===== src/rtl/core/dqrs_pkg.sv =====
`timescale 1ns / 1ps
`default_nettype none
// ----------------------------------------------------------------------------
// Deque package
// Shared item types, operation and status codes, and the command and status
// groups that pass between the deque controller and its datapath.
// ----------------------------------------------------------------------------
package dqrs_pkg;

	// Dump never gives out more than this many entries.
	localparam int unsigned MAX_RESULTS = 16;

	// Operation codes carried in the mode field.
	localparam logic [2:0] MODE_PUSH_BACK  = 3'd0;
	localparam logic [2:0] MODE_PUSH_FRONT = 3'd1;
	localparam logic [2:0] MODE_POP_BACK   = 3'd2;
	localparam logic [2:0] MODE_POP_FRONT  = 3'd3;
	localparam logic [2:0] MODE_REMOVE     = 3'd4;
	localparam logic [2:0] MODE_SORT       = 3'd5;
	localparam logic [2:0] MODE_DUMP       = 3'd6;

	// Status codes reported with every result.
	localparam logic [1:0] STAT_OK        = 2'd0;
	localparam logic [1:0] STAT_EMPTY     = 2'd1;
	localparam logic [1:0] STAT_NOT_FOUND = 2'd2;
	localparam logic [1:0] STAT_FULL      = 2'd3;

	typedef struct packed {
		logic [2:0]         mode;
		logic signed [31:0] value_in;
	} cmd_item_t;

	typedef struct packed {
		logic [1:0]         status;
		logic [4:0]         count;
		logic signed [31:0] value_out;
		logic               last;
	} rsp_item_t;

	typedef enum logic [1:0] {PTR_HOLD, PTR_INC, PTR_DEC} ptr_op_t;
	typedef enum logic [1:0] {IDX_HOLD, IDX_ZERO, IDX_INC, IDX_FROM_I} idx_op_t;
	typedef enum logic [1:0] {RSEL_I, RSEL_J, RSEL_J1} rd_sel_t;
	typedef enum logic [2:0] {WSEL_BACK, WSEL_FRONT, WSEL_J, WSEL_I, WSEL_MIN} wr_sel_t;
	typedef enum logic [1:0] {WDAT_VALUE, WDAT_RDATA, WDAT_CUR, WDAT_MIN} wr_dat_t;

	typedef struct packed {
		logic       latch;
		ptr_op_t    head_op;
		ptr_op_t    cnt_op;
		idx_op_t    i_op;
		idx_op_t    j_op;
		logic       rd_en;
		rd_sel_t    rd_sel;
		logic       wr_en;
		wr_sel_t    wr_sel;
		wr_dat_t    wr_dat;
		logic       sort_init;
		logic       min_take;
		logic       emit;
		logic [1:0] emit_status;
		logic       emit_data;
		logic       emit_last;
	} dp_cmd_t;

	typedef struct packed {
		logic [2:0] mode;
		logic       empty;
		logic       full;
		logic       match;
		logic       less;
		logic       j_end;
		logic       j1_end;
		logic       i1_end;
		logic       dump_last;
		logic       out_free;
	} dp_stat_t;

	typedef enum logic [3:0] {
		ST_IDLE,
		ST_EXEC,
		ST_RM_RD,
		ST_RM_CMP,
		ST_SH_RD,
		ST_SH_WR,
		ST_SO_RI,
		ST_SO_LI,
		ST_SO_RJ,
		ST_SO_CJ,
		ST_SO_W1,
		ST_SO_W2,
		ST_DP_RD,
		ST_DP_EM
	} state_t;

endpackage
`default_nettype wire


===== src/rtl/core/dqrs_ram.sv =====
`timescale 1ns / 1ps
`default_nettype none
// ----------------------------------------------------------------------------
// Deque RAM
// Generic single-write, single-read memory with a registered read port.
// ----------------------------------------------------------------------------
module dqrs_ram #(
	parameter int WIDTH = 32,
	parameter int DEPTH = 16,
	localparam int AW = (DEPTH > 1) ? $clog2(DEPTH) : 1
) (
	input  wire logic             clk,
	input  wire logic             we,
	input  wire logic [AW-1:0]    waddr,
	input  wire logic [WIDTH-1:0] wdata,
	input  wire logic             re,
	input  wire logic [AW-1:0]    raddr,
	output logic      [WIDTH-1:0] rdata
);

	logic [WIDTH-1:0] mem_q [DEPTH];
	logic [WIDTH-1:0] rdata_q;

	always_ff @(posedge clk) begin
		if (we) begin
			mem_q[waddr] <= wdata;
		end
		if (re) begin
			rdata_q <= mem_q[raddr];
		end
	end

	assign rdata = rdata_q;

endmodule
`default_nettype wire


===== src/rtl/core/dqrs_ctrl.sv =====
`timescale 1ns / 1ps
`default_nettype none
// ----------------------------------------------------------------------------
// Deque controller
// Sequences each operation over the datapath: dispatch, scans, shifts,
// selection sort passes and dump reads.
// ----------------------------------------------------------------------------
module dqrs_ctrl (
	input  wire logic               clk,
	input  wire logic               arst_n,
	input  wire logic               cmd_valid,
	output logic                    cmd_stall,
	input  wire dqrs_pkg::dp_stat_t stat,
	output dqrs_pkg::dp_cmd_t       dp_cmd
);

	dqrs_pkg::state_t state_q;
	dqrs_pkg::state_t state_d;

	always_ff @(posedge clk or negedge arst_n) begin
		if (!arst_n) begin
			state_q <= dqrs_pkg::ST_IDLE;
		end else begin
			state_q <= state_d;
		end
	end

	assign cmd_stall = (state_q != dqrs_pkg::ST_IDLE);

	always_comb begin
		state_d = state_q;
		dp_cmd  = '0;
		case (state_q)
			dqrs_pkg::ST_IDLE: begin
				if (cmd_valid) begin
					dp_cmd.latch = 1'b1;
					state_d      = dqrs_pkg::ST_EXEC;
				end
			end
			dqrs_pkg::ST_EXEC: begin
				case (stat.mode)
					dqrs_pkg::MODE_PUSH_BACK, dqrs_pkg::MODE_PUSH_FRONT: begin
						if (stat.out_free) begin
							dp_cmd.emit      = 1'b1;
							dp_cmd.emit_last = 1'b1;
							state_d          = dqrs_pkg::ST_IDLE;
							if (stat.full) begin
								dp_cmd.emit_status = dqrs_pkg::STAT_FULL;
							end else begin
								dp_cmd.wr_en  = 1'b1;
								dp_cmd.wr_dat = dqrs_pkg::WDAT_VALUE;
								dp_cmd.cnt_op = dqrs_pkg::PTR_INC;
								if (stat.mode == dqrs_pkg::MODE_PUSH_FRONT) begin
									dp_cmd.wr_sel  = dqrs_pkg::WSEL_FRONT;
									dp_cmd.head_op = dqrs_pkg::PTR_DEC;
								end else begin
									dp_cmd.wr_sel = dqrs_pkg::WSEL_BACK;
								end
							end
						end
					end
					dqrs_pkg::MODE_POP_BACK, dqrs_pkg::MODE_POP_FRONT: begin
						if (stat.out_free) begin
							dp_cmd.emit      = 1'b1;
							dp_cmd.emit_last = 1'b1;
							state_d          = dqrs_pkg::ST_IDLE;
							if (stat.empty) begin
								dp_cmd.emit_status = dqrs_pkg::STAT_EMPTY;
							end else begin
								dp_cmd.cnt_op = dqrs_pkg::PTR_DEC;
								if (stat.mode == dqrs_pkg::MODE_POP_FRONT) begin
									dp_cmd.head_op = dqrs_pkg::PTR_INC;
								end
							end
						end
					end
					dqrs_pkg::MODE_REMOVE, dqrs_pkg::MODE_SORT, dqrs_pkg::MODE_DUMP: begin
						if (stat.empty) begin
							if (stat.out_free) begin
								dp_cmd.emit        = 1'b1;
								dp_cmd.emit_last   = 1'b1;
								dp_cmd.emit_status = dqrs_pkg::STAT_EMPTY;
								state_d            = dqrs_pkg::ST_IDLE;
							end
						end else if (stat.mode == dqrs_pkg::MODE_REMOVE) begin
							dp_cmd.j_op = dqrs_pkg::IDX_ZERO;
							state_d     = dqrs_pkg::ST_RM_RD;
						end else if (stat.mode == dqrs_pkg::MODE_SORT) begin
							dp_cmd.i_op = dqrs_pkg::IDX_ZERO;
							state_d     = dqrs_pkg::ST_SO_RI;
						end else begin
							dp_cmd.i_op = dqrs_pkg::IDX_ZERO;
							state_d     = dqrs_pkg::ST_DP_RD;
						end
					end
					default: begin
						// The unused code changes nothing and reports ok.
						if (stat.out_free) begin
							dp_cmd.emit      = 1'b1;
							dp_cmd.emit_last = 1'b1;
							state_d          = dqrs_pkg::ST_IDLE;
						end
					end
				endcase
			end
			dqrs_pkg::ST_RM_RD: begin
				dp_cmd.rd_en  = 1'b1;
				dp_cmd.rd_sel = dqrs_pkg::RSEL_J;
				state_d       = dqrs_pkg::ST_RM_CMP;
			end
			dqrs_pkg::ST_RM_CMP: begin
				if (stat.match) begin
					state_d = dqrs_pkg::ST_SH_RD;
				end else if (stat.j1_end) begin
					if (stat.out_free) begin
						dp_cmd.emit        = 1'b1;
						dp_cmd.emit_last   = 1'b1;
						dp_cmd.emit_status = dqrs_pkg::STAT_NOT_FOUND;
						state_d            = dqrs_pkg::ST_IDLE;
					end
				end else begin
					dp_cmd.j_op = dqrs_pkg::IDX_INC;
					state_d     = dqrs_pkg::ST_RM_RD;
				end
			end
			dqrs_pkg::ST_SH_RD: begin
				if (stat.j1_end) begin
					if (stat.out_free) begin
						dp_cmd.cnt_op    = dqrs_pkg::PTR_DEC;
						dp_cmd.emit      = 1'b1;
						dp_cmd.emit_last = 1'b1;
						state_d          = dqrs_pkg::ST_IDLE;
					end
				end else begin
					dp_cmd.rd_en  = 1'b1;
					dp_cmd.rd_sel = dqrs_pkg::RSEL_J1;
					state_d       = dqrs_pkg::ST_SH_WR;
				end
			end
			dqrs_pkg::ST_SH_WR: begin
				dp_cmd.wr_en  = 1'b1;
				dp_cmd.wr_sel = dqrs_pkg::WSEL_J;
				dp_cmd.wr_dat = dqrs_pkg::WDAT_RDATA;
				dp_cmd.j_op   = dqrs_pkg::IDX_INC;
				state_d       = dqrs_pkg::ST_SH_RD;
			end
			dqrs_pkg::ST_SO_RI: begin
				if (stat.i1_end) begin
					if (stat.out_free) begin
						dp_cmd.emit      = 1'b1;
						dp_cmd.emit_last = 1'b1;
						state_d          = dqrs_pkg::ST_IDLE;
					end
				end else begin
					dp_cmd.rd_en  = 1'b1;
					dp_cmd.rd_sel = dqrs_pkg::RSEL_I;
					state_d       = dqrs_pkg::ST_SO_LI;
				end
			end
			dqrs_pkg::ST_SO_LI: begin
				dp_cmd.sort_init = 1'b1;
				dp_cmd.j_op      = dqrs_pkg::IDX_FROM_I;
				state_d          = dqrs_pkg::ST_SO_RJ;
			end
			dqrs_pkg::ST_SO_RJ: begin
				if (stat.j_end) begin
					state_d = dqrs_pkg::ST_SO_W1;
				end else begin
					dp_cmd.rd_en  = 1'b1;
					dp_cmd.rd_sel = dqrs_pkg::RSEL_J;
					state_d       = dqrs_pkg::ST_SO_CJ;
				end
			end
			dqrs_pkg::ST_SO_CJ: begin
				dp_cmd.min_take = stat.less;
				dp_cmd.j_op     = dqrs_pkg::IDX_INC;
				state_d         = dqrs_pkg::ST_SO_RJ;
			end
			dqrs_pkg::ST_SO_W1: begin
				dp_cmd.wr_en  = 1'b1;
				dp_cmd.wr_sel = dqrs_pkg::WSEL_MIN;
				dp_cmd.wr_dat = dqrs_pkg::WDAT_CUR;
				state_d       = dqrs_pkg::ST_SO_W2;
			end
			dqrs_pkg::ST_SO_W2: begin
				dp_cmd.wr_en  = 1'b1;
				dp_cmd.wr_sel = dqrs_pkg::WSEL_I;
				dp_cmd.wr_dat = dqrs_pkg::WDAT_MIN;
				dp_cmd.i_op   = dqrs_pkg::IDX_INC;
				state_d       = dqrs_pkg::ST_SO_RI;
			end
			dqrs_pkg::ST_DP_RD: begin
				dp_cmd.rd_en  = 1'b1;
				dp_cmd.rd_sel = dqrs_pkg::RSEL_I;
				state_d       = dqrs_pkg::ST_DP_EM;
			end
			dqrs_pkg::ST_DP_EM: begin
				if (stat.out_free) begin
					dp_cmd.emit      = 1'b1;
					dp_cmd.emit_data = 1'b1;
					dp_cmd.emit_last = stat.dump_last;
					if (stat.dump_last) begin
						state_d = dqrs_pkg::ST_IDLE;
					end else begin
						dp_cmd.i_op = dqrs_pkg::IDX_INC;
						state_d     = dqrs_pkg::ST_DP_RD;
					end
				end
			end
			default: begin
				state_d = dqrs_pkg::ST_IDLE;
			end
		endcase
	end

	// A transfer on the command channel always starts the dispatch state.
	assert property (@(posedge clk) disable iff (!arst_n)
		cmd_valid && !cmd_stall |=> state_q == dqrs_pkg::ST_EXEC)
		else $error("accepted command did not reach dispatch");

endmodule
`default_nettype wire


===== src/rtl/core/dqrs_dpath.sv =====
`timescale 1ns / 1ps
`default_nettype none
// ----------------------------------------------------------------------------
// Deque datapath
// Ring pointers, scan indexes, sort registers, entry RAM and the result
// register, all driven by the controller's command group.
// ----------------------------------------------------------------------------
module dqrs_dpath #(
	parameter int CAPACITY = 16
) (
	input  wire logic                clk,
	input  wire logic                arst_n,
	input  wire dqrs_pkg::cmd_item_t cmd,
	input  wire logic                rsp_stall,
	output logic                     rsp_valid,
	output dqrs_pkg::rsp_item_t      rsp,
	input  wire dqrs_pkg::dp_cmd_t   dp_cmd,
	output dqrs_pkg::dp_stat_t       stat
);

	localparam int AW = $clog2(CAPACITY);
	localparam int CW = $clog2(CAPACITY + 1);
	localparam int SW = $clog2(2 * CAPACITY);
	localparam int XW = ((CW > 5) ? CW : 5) + 1;

	logic [AW-1:0]      head_q, head_d, head_dec, head_inc;
	logic [CW-1:0]      count_q, count_d;
	logic [CW-1:0]      i_q, i_d, j_q, j_d, min_idx_q;
	logic [2:0]         mode_q;
	logic signed [31:0] value_q, cur_q, min_q;
	logic signed [31:0] rdata;
	logic [31:0]        wdata;
	logic [AW-1:0]      raddr, waddr;
	logic [XW-1:0]      i_nx, j_nx, cnt_x;
	logic               rsp_valid_q;
	dqrs_pkg::rsp_item_t rsp_q;
	logic               out_free;

	// Ring position of the entry at logical place x from the front.
	function automatic logic [AW-1:0] slot_of(input logic [AW-1:0] h, input logic [CW-1:0] x);
		logic [SW-1:0] s;
		s = SW'(h) + SW'(x);
		if (s >= SW'(CAPACITY)) begin
			s = s - SW'(CAPACITY);
		end
		return AW'(s);
	endfunction

	assign head_dec = (head_q == '0) ? AW'(CAPACITY - 1) : head_q - 1'b1;
	assign head_inc = (head_q == AW'(CAPACITY - 1)) ? '0 : head_q + 1'b1;

	always_comb begin
		case (dp_cmd.head_op)
			dqrs_pkg::PTR_INC: head_d = head_inc;
			dqrs_pkg::PTR_DEC: head_d = head_dec;
			default:           head_d = head_q;
		endcase
		case (dp_cmd.cnt_op)
			dqrs_pkg::PTR_INC: count_d = count_q + 1'b1;
			dqrs_pkg::PTR_DEC: count_d = count_q - 1'b1;
			default:           count_d = count_q;
		endcase
		case (dp_cmd.i_op)
			dqrs_pkg::IDX_ZERO: i_d = '0;
			dqrs_pkg::IDX_INC:  i_d = i_q + 1'b1;
			default:            i_d = i_q;
		endcase
		case (dp_cmd.j_op)
			dqrs_pkg::IDX_ZERO:   j_d = '0;
			dqrs_pkg::IDX_INC:    j_d = j_q + 1'b1;
			dqrs_pkg::IDX_FROM_I: j_d = i_q + 1'b1;
			default:              j_d = j_q;
		endcase
	end

	always_comb begin
		case (dp_cmd.rd_sel)
			dqrs_pkg::RSEL_J:  raddr = slot_of(head_q, j_q);
			dqrs_pkg::RSEL_J1: raddr = slot_of(head_q, j_q + 1'b1);
			default:           raddr = slot_of(head_q, i_q);
		endcase
		case (dp_cmd.wr_sel)
			dqrs_pkg::WSEL_BACK:  waddr = slot_of(head_q, count_q);
			dqrs_pkg::WSEL_FRONT: waddr = head_dec;
			dqrs_pkg::WSEL_J:     waddr = slot_of(head_q, j_q);
			dqrs_pkg::WSEL_MIN:   waddr = slot_of(head_q, min_idx_q);
			default:              waddr = slot_of(head_q, i_q);
		endcase
		case (dp_cmd.wr_dat)
			dqrs_pkg::WDAT_RDATA: wdata = rdata;
			dqrs_pkg::WDAT_CUR:   wdata = cur_q;
			dqrs_pkg::WDAT_MIN:   wdata = min_q;
			default:              wdata = value_q;
		endcase
	end

	dqrs_ram #(
		.WIDTH(32),
		.DEPTH(CAPACITY)
	) u_ram (
		.clk   (clk),
		.we    (dp_cmd.wr_en),
		.waddr (waddr),
		.wdata (wdata),
		.re    (dp_cmd.rd_en),
		.raddr (raddr),
		.rdata (rdata)
	);

	always_ff @(posedge clk or negedge arst_n) begin
		if (!arst_n) begin
			head_q      <= '0;
			count_q     <= '0;
			rsp_valid_q <= 1'b0;
		end else begin
			head_q  <= head_d;
			count_q <= count_d;
			if (dp_cmd.emit) begin
				rsp_valid_q <= 1'b1;
			end else if (!rsp_stall) begin
				rsp_valid_q <= 1'b0;
			end
		end
	end

	always_ff @(posedge clk) begin
		i_q <= i_d;
		j_q <= j_d;
		if (dp_cmd.latch) begin
			mode_q  <= cmd.mode;
			value_q <= cmd.value_in;
		end
		if (dp_cmd.sort_init) begin
			cur_q     <= rdata;
			min_q     <= rdata;
			min_idx_q <= i_q;
		end else if (dp_cmd.min_take) begin
			min_q     <= rdata;
			min_idx_q <= j_q;
		end
		if (dp_cmd.emit) begin
			rsp_q.status    <= dp_cmd.emit_status;
			rsp_q.count     <= 5'(count_d);
			rsp_q.value_out <= dp_cmd.emit_data ? rdata : '0;
			rsp_q.last      <= dp_cmd.emit_last;
		end
	end

	assign rsp_valid = rsp_valid_q;
	assign rsp       = rsp_q;
	assign out_free  = !rsp_valid_q || !rsp_stall;

	assign i_nx  = XW'(i_q) + XW'(1);
	assign j_nx  = XW'(j_q) + XW'(1);
	assign cnt_x = XW'(count_q);

	always_comb begin
		stat.mode      = mode_q;
		stat.empty     = (count_q == '0);
		stat.full      = (count_q >= CW'(CAPACITY));
		stat.match     = (rdata == value_q);
		stat.less      = (rdata < min_q);
		stat.j_end     = (j_q == count_q);
		stat.j1_end    = (j_nx == cnt_x);
		stat.i1_end    = (i_nx >= cnt_x);
		stat.dump_last = (i_nx == cnt_x) || (i_nx == XW'(dqrs_pkg::MAX_RESULTS));
		stat.out_free  = out_free;
	end

	assert property (@(posedge clk) disable iff (!arst_n) count_q <= CW'(CAPACITY))
		else $error("entry count above capacity");

	assert property (@(posedge clk) disable iff (!arst_n) head_q <= AW'(CAPACITY - 1))
		else $error("head pointer outside the ring");

	// A new result may only be loaded when the held one is gone or leaving.
	assert property (@(posedge clk) disable iff (!arst_n)
		dp_cmd.emit |-> (!rsp_valid_q || !rsp_stall))
		else $error("result register overwritten while stalled");

endmodule
`default_nettype wire


===== src/rtl/core/deque_with_remove_and_sort.sv =====
`timescale 1ns / 1ps
`default_nettype none
// ----------------------------------------------------------------------------
// Double-ended queue with remove and sort
// Bounded ring of signed 32-bit entries with push and pop at both ends,
// remove of the first match, in-place selection sort and a front-to-back dump.
// ----------------------------------------------------------------------------
//
//   Channel   Signals                   Moves per transfer
//   cmd       cmd_valid, cmd_stall, cmd one operation: mode and value_in
//   rsp       rsp_valid, rsp_stall, rsp one result: status, count, value_out, last
//
// Pushes, pops and the unused code pass from the transfer to the execute
// state, which updates the ring and loads the result register.
// Remove scans with a read state and a compare state per entry and shifts
// the tail behind a match with a read state and a write state per entry,
// set by the single RAM read port and its registered read data. Sort runs
// n - 1 passes over a ring of n entries, each reading and loading the pass
// entry, scanning the entries behind it and writing the swap back; dump
// reads and gives out one entry at a time.
// Reset clears the head pointer, the entry count and the result valid; the
// entry RAM is not cleared. A stalled result holds the controller in place.
// Commands are taken only while no operation is in progress, but a command
// may be taken while the last result of the previous one still waits.
//
module deque_with_remove_and_sort #(
	parameter int CAPACITY = 16
) (
	input  wire logic                clk,
	input  wire logic                arst_n,
	input  wire logic                cmd_valid,
	output logic                     cmd_stall,
	input  wire dqrs_pkg::cmd_item_t cmd,
	output logic                     rsp_valid,
	input  wire logic                rsp_stall,
	output dqrs_pkg::rsp_item_t      rsp
);

	// The controller sees only the status group and drives only the command group.
	dqrs_pkg::dp_cmd_t  dp_cmd;
	dqrs_pkg::dp_stat_t dp_stat;

	dqrs_ctrl u_ctrl (
		.clk       (clk),
		.arst_n    (arst_n),
		.cmd_valid (cmd_valid),
		.cmd_stall (cmd_stall),
		.stat      (dp_stat),
		.dp_cmd    (dp_cmd)
	);

	// The datapath owns the ring, the entry RAM and the result register.
	dqrs_dpath #(
		.CAPACITY(CAPACITY)
	) u_dpath (
		.clk       (clk),
		.arst_n    (arst_n),
		.cmd       (cmd),
		.rsp_stall (rsp_stall),
		.rsp_valid (rsp_valid),
		.rsp       (rsp),
		.dp_cmd    (dp_cmd),
		.stat      (dp_stat)
	);

endmodule
`default_nettype wire


===== config.mk =====
export PLATFORM = sky130hd
export DESIGN_NAME = deque_with_remove_and_sort
export DESIGN_NICKNAME = d
export VERILOG_FILES = /design/src/rtl/core/dqrs_pkg.sv /design/src/rtl/core/dqrs_ram.sv /design/src/rtl/core/dqrs_ctrl.sv /design/src/rtl/core/dqrs_dpath.sv /design/src/rtl/core/deque_with_remove_and_sort.sv
export SDC_FILE = /design/constraint.sdc
export NUM_CORES = 1
export LEC_CHECK = 0
export BUFFER_PORTS_ARGS = -buffer_cell sky130_fd_sc_hd__buf_2
export CORE_UTILIZATION = 62
export DETAILED_ROUTE_END_ITERATION = 6
export PLACE_DENSITY = 0.86
export SLEW_MARGIN = 20
export SYNTH_ARGS = -nofsm -noshare
export SYNTH_HDL_FRONTEND = slang
export SYNTH_SLANG_ARGS = --single-unit

===== constraint.sdc =====
create_clock -name clk -period 7.1 [get_ports clk]
set_input_delay 1.42 -clock clk [delete_from_list [all_inputs] [get_ports clk]]
set_output_delay 1.42 -clock clk [all_outputs]
set_load 0.05 [all_outputs]

==> key figures, run 1 <==
Run status
  • Status: finished with violations
  • Violated checks: design-rule violations

CTS
  • Post-CTS Setup Inserts: 0
  • Number of hold buffers added after CTS: 0
  • Clock Sinks: 711
  • CTS root buf: clkbuf_16
  • Max clock buf depth: 3
  • Total clock buffers created by CTS: 72
  • Post-CTS sizing: 0
  • TritonCTS clock tree: done
  • H-Tree Depth: 3
  • Clk_lat worst skew: 0.63 ns
  • CTS clk-pin slew, worst paths: 0.06 ns

Place
  • PortBufs: 80
  • DP Worst Slack: 2.07 ns
  • Final HPWL DP: 45,000 um
  • Placer Congestion: 0.919

STA
  • Max Slew Vio Count: 0
  • Slew @ Worst Pin: 1.14 ns
  • Setup ws final: 1.87 ns
  • Final Cycle Share: 73.7%
  • Tmin final: 5.23 ns
  • Maximum clock rate: 0.191 GHz
  • Final setup violation count: 0
  • Rel. slew slack: 24.2%
  • Hold Vio Cnt, Final: 0
  • Smallest hold slack: 0.622 ns
  • RSZ-0062 raised after global routing: no
  • Skew final: 0.0274 ns
  • TNS Setup: 0 ns

Setup path
  • Crit start category: register
  • Crit-path max cell delay: 0.98 ns
  • Worst Setup End Kind: register
  • CP max stage cell: nor2b_4
  • Crit path DAT: 5.54 ns
  • RR Startpoint: u_ctrl.state_q[1]$_DFFE_PN0P_
  • Critical Path RT: 7.41 ns
  • Setup CP Type: register to register
  • Crit path top cell by count: buf_4
  • Worst reg2reg setup slack: 1.87 ns
  • Worst-path fanout max: 34
  • Cell Chain, Critical Path: and4bb_2 > buf_4 > nand2_1 > o21ai_0 > ha_1 > xnor2_1 > and3_1 > o31ai_1 > nand3_1 > nor2b_4 > buf_4
  • Crit path launch: u_ctrl.state_q[1]$_DFFE_PN0P_

Floorplanning
  • Full die area: 0.0507 mm2
  • Core area: 0.0491 mm2
  • Die W: 225 um
  • Number of placed I/O pins: 81
  • Rows: 81
  • Starting density of the core: 62.9%
  • Die height: 225 um

Global routing
  • Largest net degree at the start of global routing: 65
  • Total GRT Usage: 29.5%
  • First-pass GRT wire length: 109,000 um
  • Initial antenna violation count: 2
  • Total grt overflow: 0
  • Vias in the first global route: 17,800

Synthesis
  • Syn. warnings: 0
  • Post-synthesis net count: 2,031
  • Post-synth top flop: edfxtp_1
  • Yosys top cell area share: 67.8%
  • Top-count cell post-synth: edfxtp_1
  • Synth Instances: 1,927
  • Number of synthesized flops with an enable pin: 697
  • Synthesized area per cell: 16.0 um2
  • Seq cells post-synth: 711
  • Sequential area share after synthesis: 69.0%
  • Synth top area cells: edfxtp_1 (68%), mux2i_1 (16%), ha_1 (2.4%)
  • Synthesized area: 0.0309 mm2
  • Post-synth ARST share: 1.97%
  • Yosys top cell by area: edfxtp_1
  • Commonest cells post-synth: edfxtp_1 (697), mux2i_1 (486), inv_1 (65), nor2_1 (65), ha_1 (60)
  • Cell variety after synth: 65

Routing
  • DR WL/cell: 27.0 um
  • # DRC: 15
  • Vias per inst: 6.42
  • TritonRoute pass-1 iters: 7
  • Final antenna-violating net count: 0
  • Vias: 17,700
  • Initial DRC count: 2,274
  • DRT Wirelength: 74,400 um

Power and ir drop
  • Overall power: 18.5 mW
  • Leak pwr: 12.8 nW
  • Power Dens Cells: 529 mW/mm2
  • Max VDD drop: 0.574 mV

Job
  • Max Cap Viol: 0

Finish
  • Layout cells sized above 1: 13.5%
  • Area growth, synth to finish: 13.3%
  • Nets: 2,139

Hold path
  • Hold path start: u_dpath.u_ram.rdata[1]$_DFFE_PP_
  • Worst min path class: register to register
worst paths after layout:
check	to	cells past startpoint
min in group asynchronous	u_ctrl.state_q[3]$_DFFE_PN0P_	1
worst min-delay path	u_dpath.cur_q[1]$_DFFE_PP_	0
worst max-delay path	u_dpath.u_ram.mem_q[10][30]$_DFFE_PP_	11
max in group asynchronous	u_dpath.count_q[4]$_DFF_PN0_	1
worst max register to register	u_dpath.u_ram.mem_q[10][30]$_DFFE_PP_	11
worst min register to register	u_dpath.cur_q[1]$_DFFE_PP_	0
cell families (layout without fill, tap and decap cells):
kind of cell               after synthesis  in the layout  share of synthesized area, %
and+or+nand+nor                        246            246                          4.10
adders and majority gates               65             65                          2.76
AOI/OAI and AO/OA                      194            194                          4.29
xor gates and xnor gates                66             66                          2.01
muxes                                  486            486                          15.8
buffers and inverters                  159            321                          2.13
DFF                                    711            711                          69.0
other                                    0              2                             0
sequential cells by signal, summed over array words and instances (netlist names):
signal	cells
u_dpath.rsp	40
u_dpath.count_q	5
u_dpath.min_idx_q	4
u_dpath.mode_q	3
u_ctrl.state_q	4
u_dpath.value_q	32
u_dpath.cur_q	32
u_dpath.u_ram.rdata	32
u_dpath.j_q	5
u_dpath.min_q	32
u_dpath.head_q	4
u_dpath.u_ram.mem_q	512
u_dpath.i_q	5
u_dpath.rsp_valid	1
cells in the final DEF (no fill, tap or decap), drive strengths merged, types with 9 or more instances in the layout:
master,count
nand3,17
a222oi,33
xor2,13
nand2,54
clkbuf,93
bufinv,9
ha,60
buf,127
inv,69
nor3,9
a21oi,58
and2,39
o21ai,39
nand4,13
a21o,16
xnor2,50
clkinv,21
edfxtp,697
nor2,65
dfrtp,14
mux2i,486
power breakdown:
group / switching, mW / internal (mW) / total, mW
Clock: 1.59 / 2.24 / 3.83
Sequential: 0.539 / 5.88 / 6.42
Combinational: 4.96 / 3.28 / 8.25
Total: 7.09 / 11.4 / 18.5
worst max-delay path: cells and delay by family, from the launching register on:
kind	cells	cell delay, ns
and+or+nand+nor	5	2.12
DFF	1	0.91
buffers and inverters	2	0.84
AOI/OAI and AO/OA	2	0.52
adders and majority gates	1	0.30
xor gates and xnor gates	1	0.13
routing by layer:
layer	global-route usage, %	wire length [um]	vias to the layer above
met5	0	0	-
met4	12.7	2580	0
met3	5.61	6740	163
met2	48.6	36500	1006
met1	38.7	28600	8849
li1	-	-	7680
metrics by stage:
step                      cell area (um2)  std cells  util (%)
after floorplan                     30900       1927         -
after CTS                           34900       2752      71.1
after global placement              32200       2612      65.6
final                               35000       2755      71.3
after global routing                35000       2754      71.3
after detailed placement            32500       2624      66.3
final cells by class:
type / count / area [um2]
Clock buffer: 92 / 1910
Clock inverter: 36 / 457
Timing Repair Buffer: 128 / 1050
Sequential cell: 711 / 21300
Inverter: 65 / 244
Tap cell: 664 / 831
Antenna cell: 2 / 5.00
Fill cell: 2989 / 14100
Multi-Input combinational cell: 1057 / 9190
(Power assumes the default switching activity.)
==> inputs of run 2 (changes only) <==
--- a/config.mk
+++ b/config.mk
@@ -5,10 +5,11 @@
 export SDC_FILE = /design/constraint.sdc
 export NUM_CORES = 1
 export LEC_CHECK = 0
+export ABC_AREA = 1
 export BUFFER_PORTS_ARGS = -buffer_cell sky130_fd_sc_hd__buf_2
-export CORE_UTILIZATION = 62
+export CORE_UTILIZATION = 57
 export DETAILED_ROUTE_END_ITERATION = 6
-export PLACE_DENSITY = 0.86
+export PLACE_DENSITY = 0.84
 export SLEW_MARGIN = 20
 export SYNTH_ARGS = -nofsm -noshare
 export SYNTH_HDL_FRONTEND = slang
==> constraint.sdc (replaced) <==
create_clock -name clk -period 4.5 [get_ports clk]
set_input_delay 0.9 -clock clk [delete_from_list [all_inputs] [get_ports clk]]
set_output_delay 0.9 -clock clk [all_outputs]
set_load 0.05 [all_outputs]
==> run 2 against run 1 <==
Via count grew 24%. Routed wire length rose by 6.8%. Die area grew 11%. Sequential cell count did not move. Cell area is 2.1% higher. Global-route usage fell by 1.6 points. First-iteration DRC count grew 32%. Critical path type unchanged. The flow now finishes without violations. Clock skew shrank 0.0028 ns. Highest routed layer unchanged. Fmax is 28% higher. Clock-buffer cell count fell by 10. Setup slack worse by 1.4 ns. Largest cell class unchanged.
==> key figures, run 2 <==
Run status
  • Status: complete, no violations (was finished with violations)

Routing
  • DRT Wirelength: 79,500 um (was 74,400 um)
  • Final antenna-violating net count: 0 (unchanged)
  • Initial DRC count: 2,996 (was 2,274)
  • TritonRoute pass-1 iters: 6 (was 7)
  • # DRC: 0 (was 15)
  • Vias: 21,900 (was 17,700)
  • DR WL/cell: 21.5 um (was 27.0 um)
  • Vias per inst: 5.91 (was 6.42)

CTS
  • CTS clk-pin slew, worst paths: 0.06 ns (about the same)
  • Post-CTS Setup Inserts: 0 (unchanged)
  • CTS root buf: clkbuf_16 (unchanged)
  • Clock Sinks: 711 (unchanged)
  • Max clock buf depth: 3 (unchanged)
  • TritonCTS clock tree: done (unchanged)
  • Post-CTS sizing: 0 (unchanged)
  • Clk_lat worst skew: 0.63 ns (about the same)
  • Number of hold buffers added after CTS: 0 (unchanged)
  • Total clock buffers created by CTS: 69 (was 72)
  • H-Tree Depth: 3 (unchanged)

Setup path
  • RR Startpoint: u_ctrl.state_q[3]$_DFFE_PN0P_ (was u_ctrl.state_q[1]$_DFFE_PN0P_)
  • Cell Chain, Critical Path: inv_1 > nor2_1 > nand2_1 > inv_2 > nand2_1 > o21ai_0 > ha_1 > inv_1 > fa_1 > xnor2_1 > nand4_1 > nand4_2 > nand3_2 > nor2_4 > buf_12 (was and4bb_2 > buf_4 > nand2_1 > o21ai_0 > ha_1 > xnor2_1 > and3_1 > o31ai_1 > nand3_1 > nor2b_4 > buf_4)
  • Worst-path fanout max: 19 (was 34)
  • Setup CP Type: register to register (unchanged)
  • Crit path launch: u_ctrl.state_q[3]$_DFFE_PN0P_ (was u_ctrl.state_q[1]$_DFFE_PN0P_)
  • Buf/Inv on CP: 4 (was 2)
  • Worst Setup End Kind: register (unchanged)
  • Kind of cell adding the most delay to the critical path: simple AND/OR/NAND/NOR gates (unchanged)
  • Critical Path RT: 4.81 ns (was 7.41 ns)
  • Crit-path max cell delay: 0.56 ns (was 0.98 ns)
  • CP max stage cell: nor2_4 (was nor2b_4)
  • Crit path DAT: 4.39 ns (was 5.54 ns)
  • Crit start category: register (unchanged)

Synthesis
  • Post-synthesis net count: 2,901 (was 2,031)
  • Post-synth ARST share: 1.97% (unchanged)
  • Synth Instances: 2,797 (was 1,927)
  • Synth top area cells: edfxtp_1 (66%), nand2_1 (8.1%), o211ai_1 (5.4%) (was edfxtp_1 (68%), mux2i_1 (16%), ha_1 (2.4%))
  • Seq cells post-synth: 711 (unchanged)
  • Yosys top cell by area: edfxtp_1 (unchanged)
  • Yosys top cell area share: 66.1% (was 67.8%)
  • Synthesized area: 0.0317 mm2 (was 0.0309 mm2)
  • Number of synthesized flops with an enable pin: 697 (unchanged)
  • Syn. warnings: 0 (unchanged)
  • Post-synth top flop: edfxtp_1 (unchanged)
  • Commonest cells post-synth: edfxtp_1 (697), nand2_1 (684), inv_1 (417) (was edfxtp_1 (697), mux2i_1 (486), inv_1 (65), nor2_1 (65), ha_1 (60))
  • Sequential area share after synthesis: 67.2% (was 69.0%)
  • Top-count cell post-synth: edfxtp_1 (unchanged)
  • Cell variety after synth: 46 (was 65)
  • Synthesized area per cell: 11.3 um2 (was 16.0 um2)

STA
  • Skew final: 0.0246 ns (was 0.0274 ns)
  • Tmin final: 4.08 ns (was 5.23 ns)
  • Slew @ Worst Pin: 1.12 ns (was 1.14 ns)
  • TNS Setup: 0 ns (unchanged)
  • Hold Vio Cnt, Final: 0 (unchanged)
  • Maximum clock rate: 0.245 GHz (was 0.191 GHz)
  • Rel. slew slack: 24.9% (was 24.2%)
  • Final Cycle Share: 90.6% (was 73.7%)
  • RSZ-0062 raised after global routing: no (unchanged)
  • Final setup violation count: 0 (unchanged)
  • Max Slew Vio Count: 0 (unchanged)

Floorplanning
  • Number of placed I/O pins: 81 (unchanged)
  • Die height: 238 um (was 225 um)
  • Starting density of the core: 57.6% (was 62.9%)
  • Core area: 0.0550 mm2 (was 0.0491 mm2)
  • Full die area: 0.0565 mm2 (was 0.0507 mm2)
  • Die W: 238 um (was 225 um)
  • Rows: 86 (was 81)

Global routing
  • Largest net degree at the start of global routing: 128 (was 65)
  • Initial antenna violation count: 1 (was 2)
  • First-pass GRT wire length: 120,000 um (was 109,000 um)
  • Total grt overflow: 0 (unchanged)
  • Vias in the first global route: 21,400 (was 17,800)
  • Total GRT Usage: 28.0% (was 29.5%)

Hold path
  • Worst min path class: primary input to async pin (was register to register)

Place
  • Placer Congestion: 0.889 (was 0.919)
  • Final HPWL DP: 48,400 um (was 45,000 um)
  • PortBufs: 80 (unchanged)

Finish
  • Number of flip-flops in the largest register: 512 (unchanged)
  • Layout cells sized above 1: 11.0% (was 13.5%)
  • Most frequent cells in the layout: edfxtp_1 (697), nand2_1 (683), inv_1 (417) (was edfxtp_1 (697), mux2i_1 (486), buf_2 (80))
  • Area growth, synth to finish: 12.7% (was 13.3%)
  • Nets: 3,004 (was 2,139)
  • Most common cell after layout, fill and taps aside: edfxtp_1 (unchanged)
  • Most flops, register: u_dpath.u_ram.mem_q (unchanged)
  • Fill cells: 3,723 (was 2,989)
  • # diodes: 0 (was 2)

Job
  • Max Cap Viol: 0 (unchanged)
-- run 2: changes by cell type after synthesis, sizes merged, moves of 33 or more --
cell,delta
nor2,+75
a222oi,-33
nand2,+640
o211ai,+225
mux2i,-486
and2,-39
nand3,+131
o21ai,+76
inv,+362
-- run 2: cell type report --
type	count	area [um2]	share of cell area, %
inverter	427	1610	4.50
clock inverter	39	430	1.21
sequential	711	21300	59.6
clock buffer	82	1830	5.12
timing repair buffer	156	1160	3.25
multi-input combinational	1535	8450	23.7
tap	748	936	2.62
-- run 2: per-layer routing --
layer | global-route usage [%] | vias up | part of all wire [%]
met5 | 0 | - | 0
met4 | 11.6 | 0 | 3.2
met3 | 5.09 | 168 | 11
met2 | 46.8 | 1306 | 49
met1 | 36.0 | 10500 | 37
li1 | - | 9841 | -
-- run 2: final timing paths --
path	end	slack (ns)	cells after the start
worst max-delay path	u_dpath.u_ram.mem_q[13][7]$_DFFE_PP_	0.42	15
worst min-delay path	u_dpath.head_q[3]$_DFFE_PN0P_	0.22	1
worst max register to register	u_dpath.u_ram.mem_q[13][7]$_DFFE_PP_	0.42	15
worst min register to register	u_dpath.min_q[0]$_DFFE_PP_	0.58	0
max in group asynchronous	u_dpath.head_q[2]$_DFFE_PN0P_	3.98	1
min in group clk	u_dpath.value_q[27]$_DFFE_PP_	0.45	1
-- run 2: worst reg2reg max path, stage by stage (launching register included) --
cell and delay (ns):
dfrtp_1 0.45, inv_1 0.06, nor2_1 0.26, nand2_1 0.18, inv_2 0.31, nand2_1 0.08, o21ai_0 0.17, ha_1 0.24
inv_1 0.06, fa_1 0.40, xnor2_1 0.19, nand4_1 0.13, nand4_2 0.16, nand3_2 0.24, nor2_4 0.56, buf_12 0.28
-- run 2: cells by family after synthesis --
kind of cell / after synthesis / synth area share, %
buffers and inverters: 551 / 6.88
and+or+nand+nor: 1013 / 13.2
AOI/OAI and AO/OA: 419 / 8.92
DFF: 711 / 67.2
xor gates and xnor gates: 38 / 1.08
adders and majority gates: 65 / 2.69
-- run 2: stage by stage --
stage | hold slack [ns] | instances | setup WS (ns) | utilization [%] | area [um2]
2_1_floorplan | 0.489 | 2797 | 0.201 | - | 31700
3_3_place_gp | 0.545 | 3576 | 0.466 | 60.7 | 33400
3_5_place_dp | 0.557 | 3576 | 0.481 | 60.7 | 33400
4_1_cts | 0.200 | 3697 | 0.470 | 64.8 | 35600
5_1_grt | 0.229 | 3698 | 0.153 | 64.9 | 35700
6_report | 0.218 | 3698 | 0.423 | 64.9 | 35700
Power of run 2 is left out: the tool's default activity adds up to more than one toggle a clock period on the data nets, which glitch-free logic cannot reach.
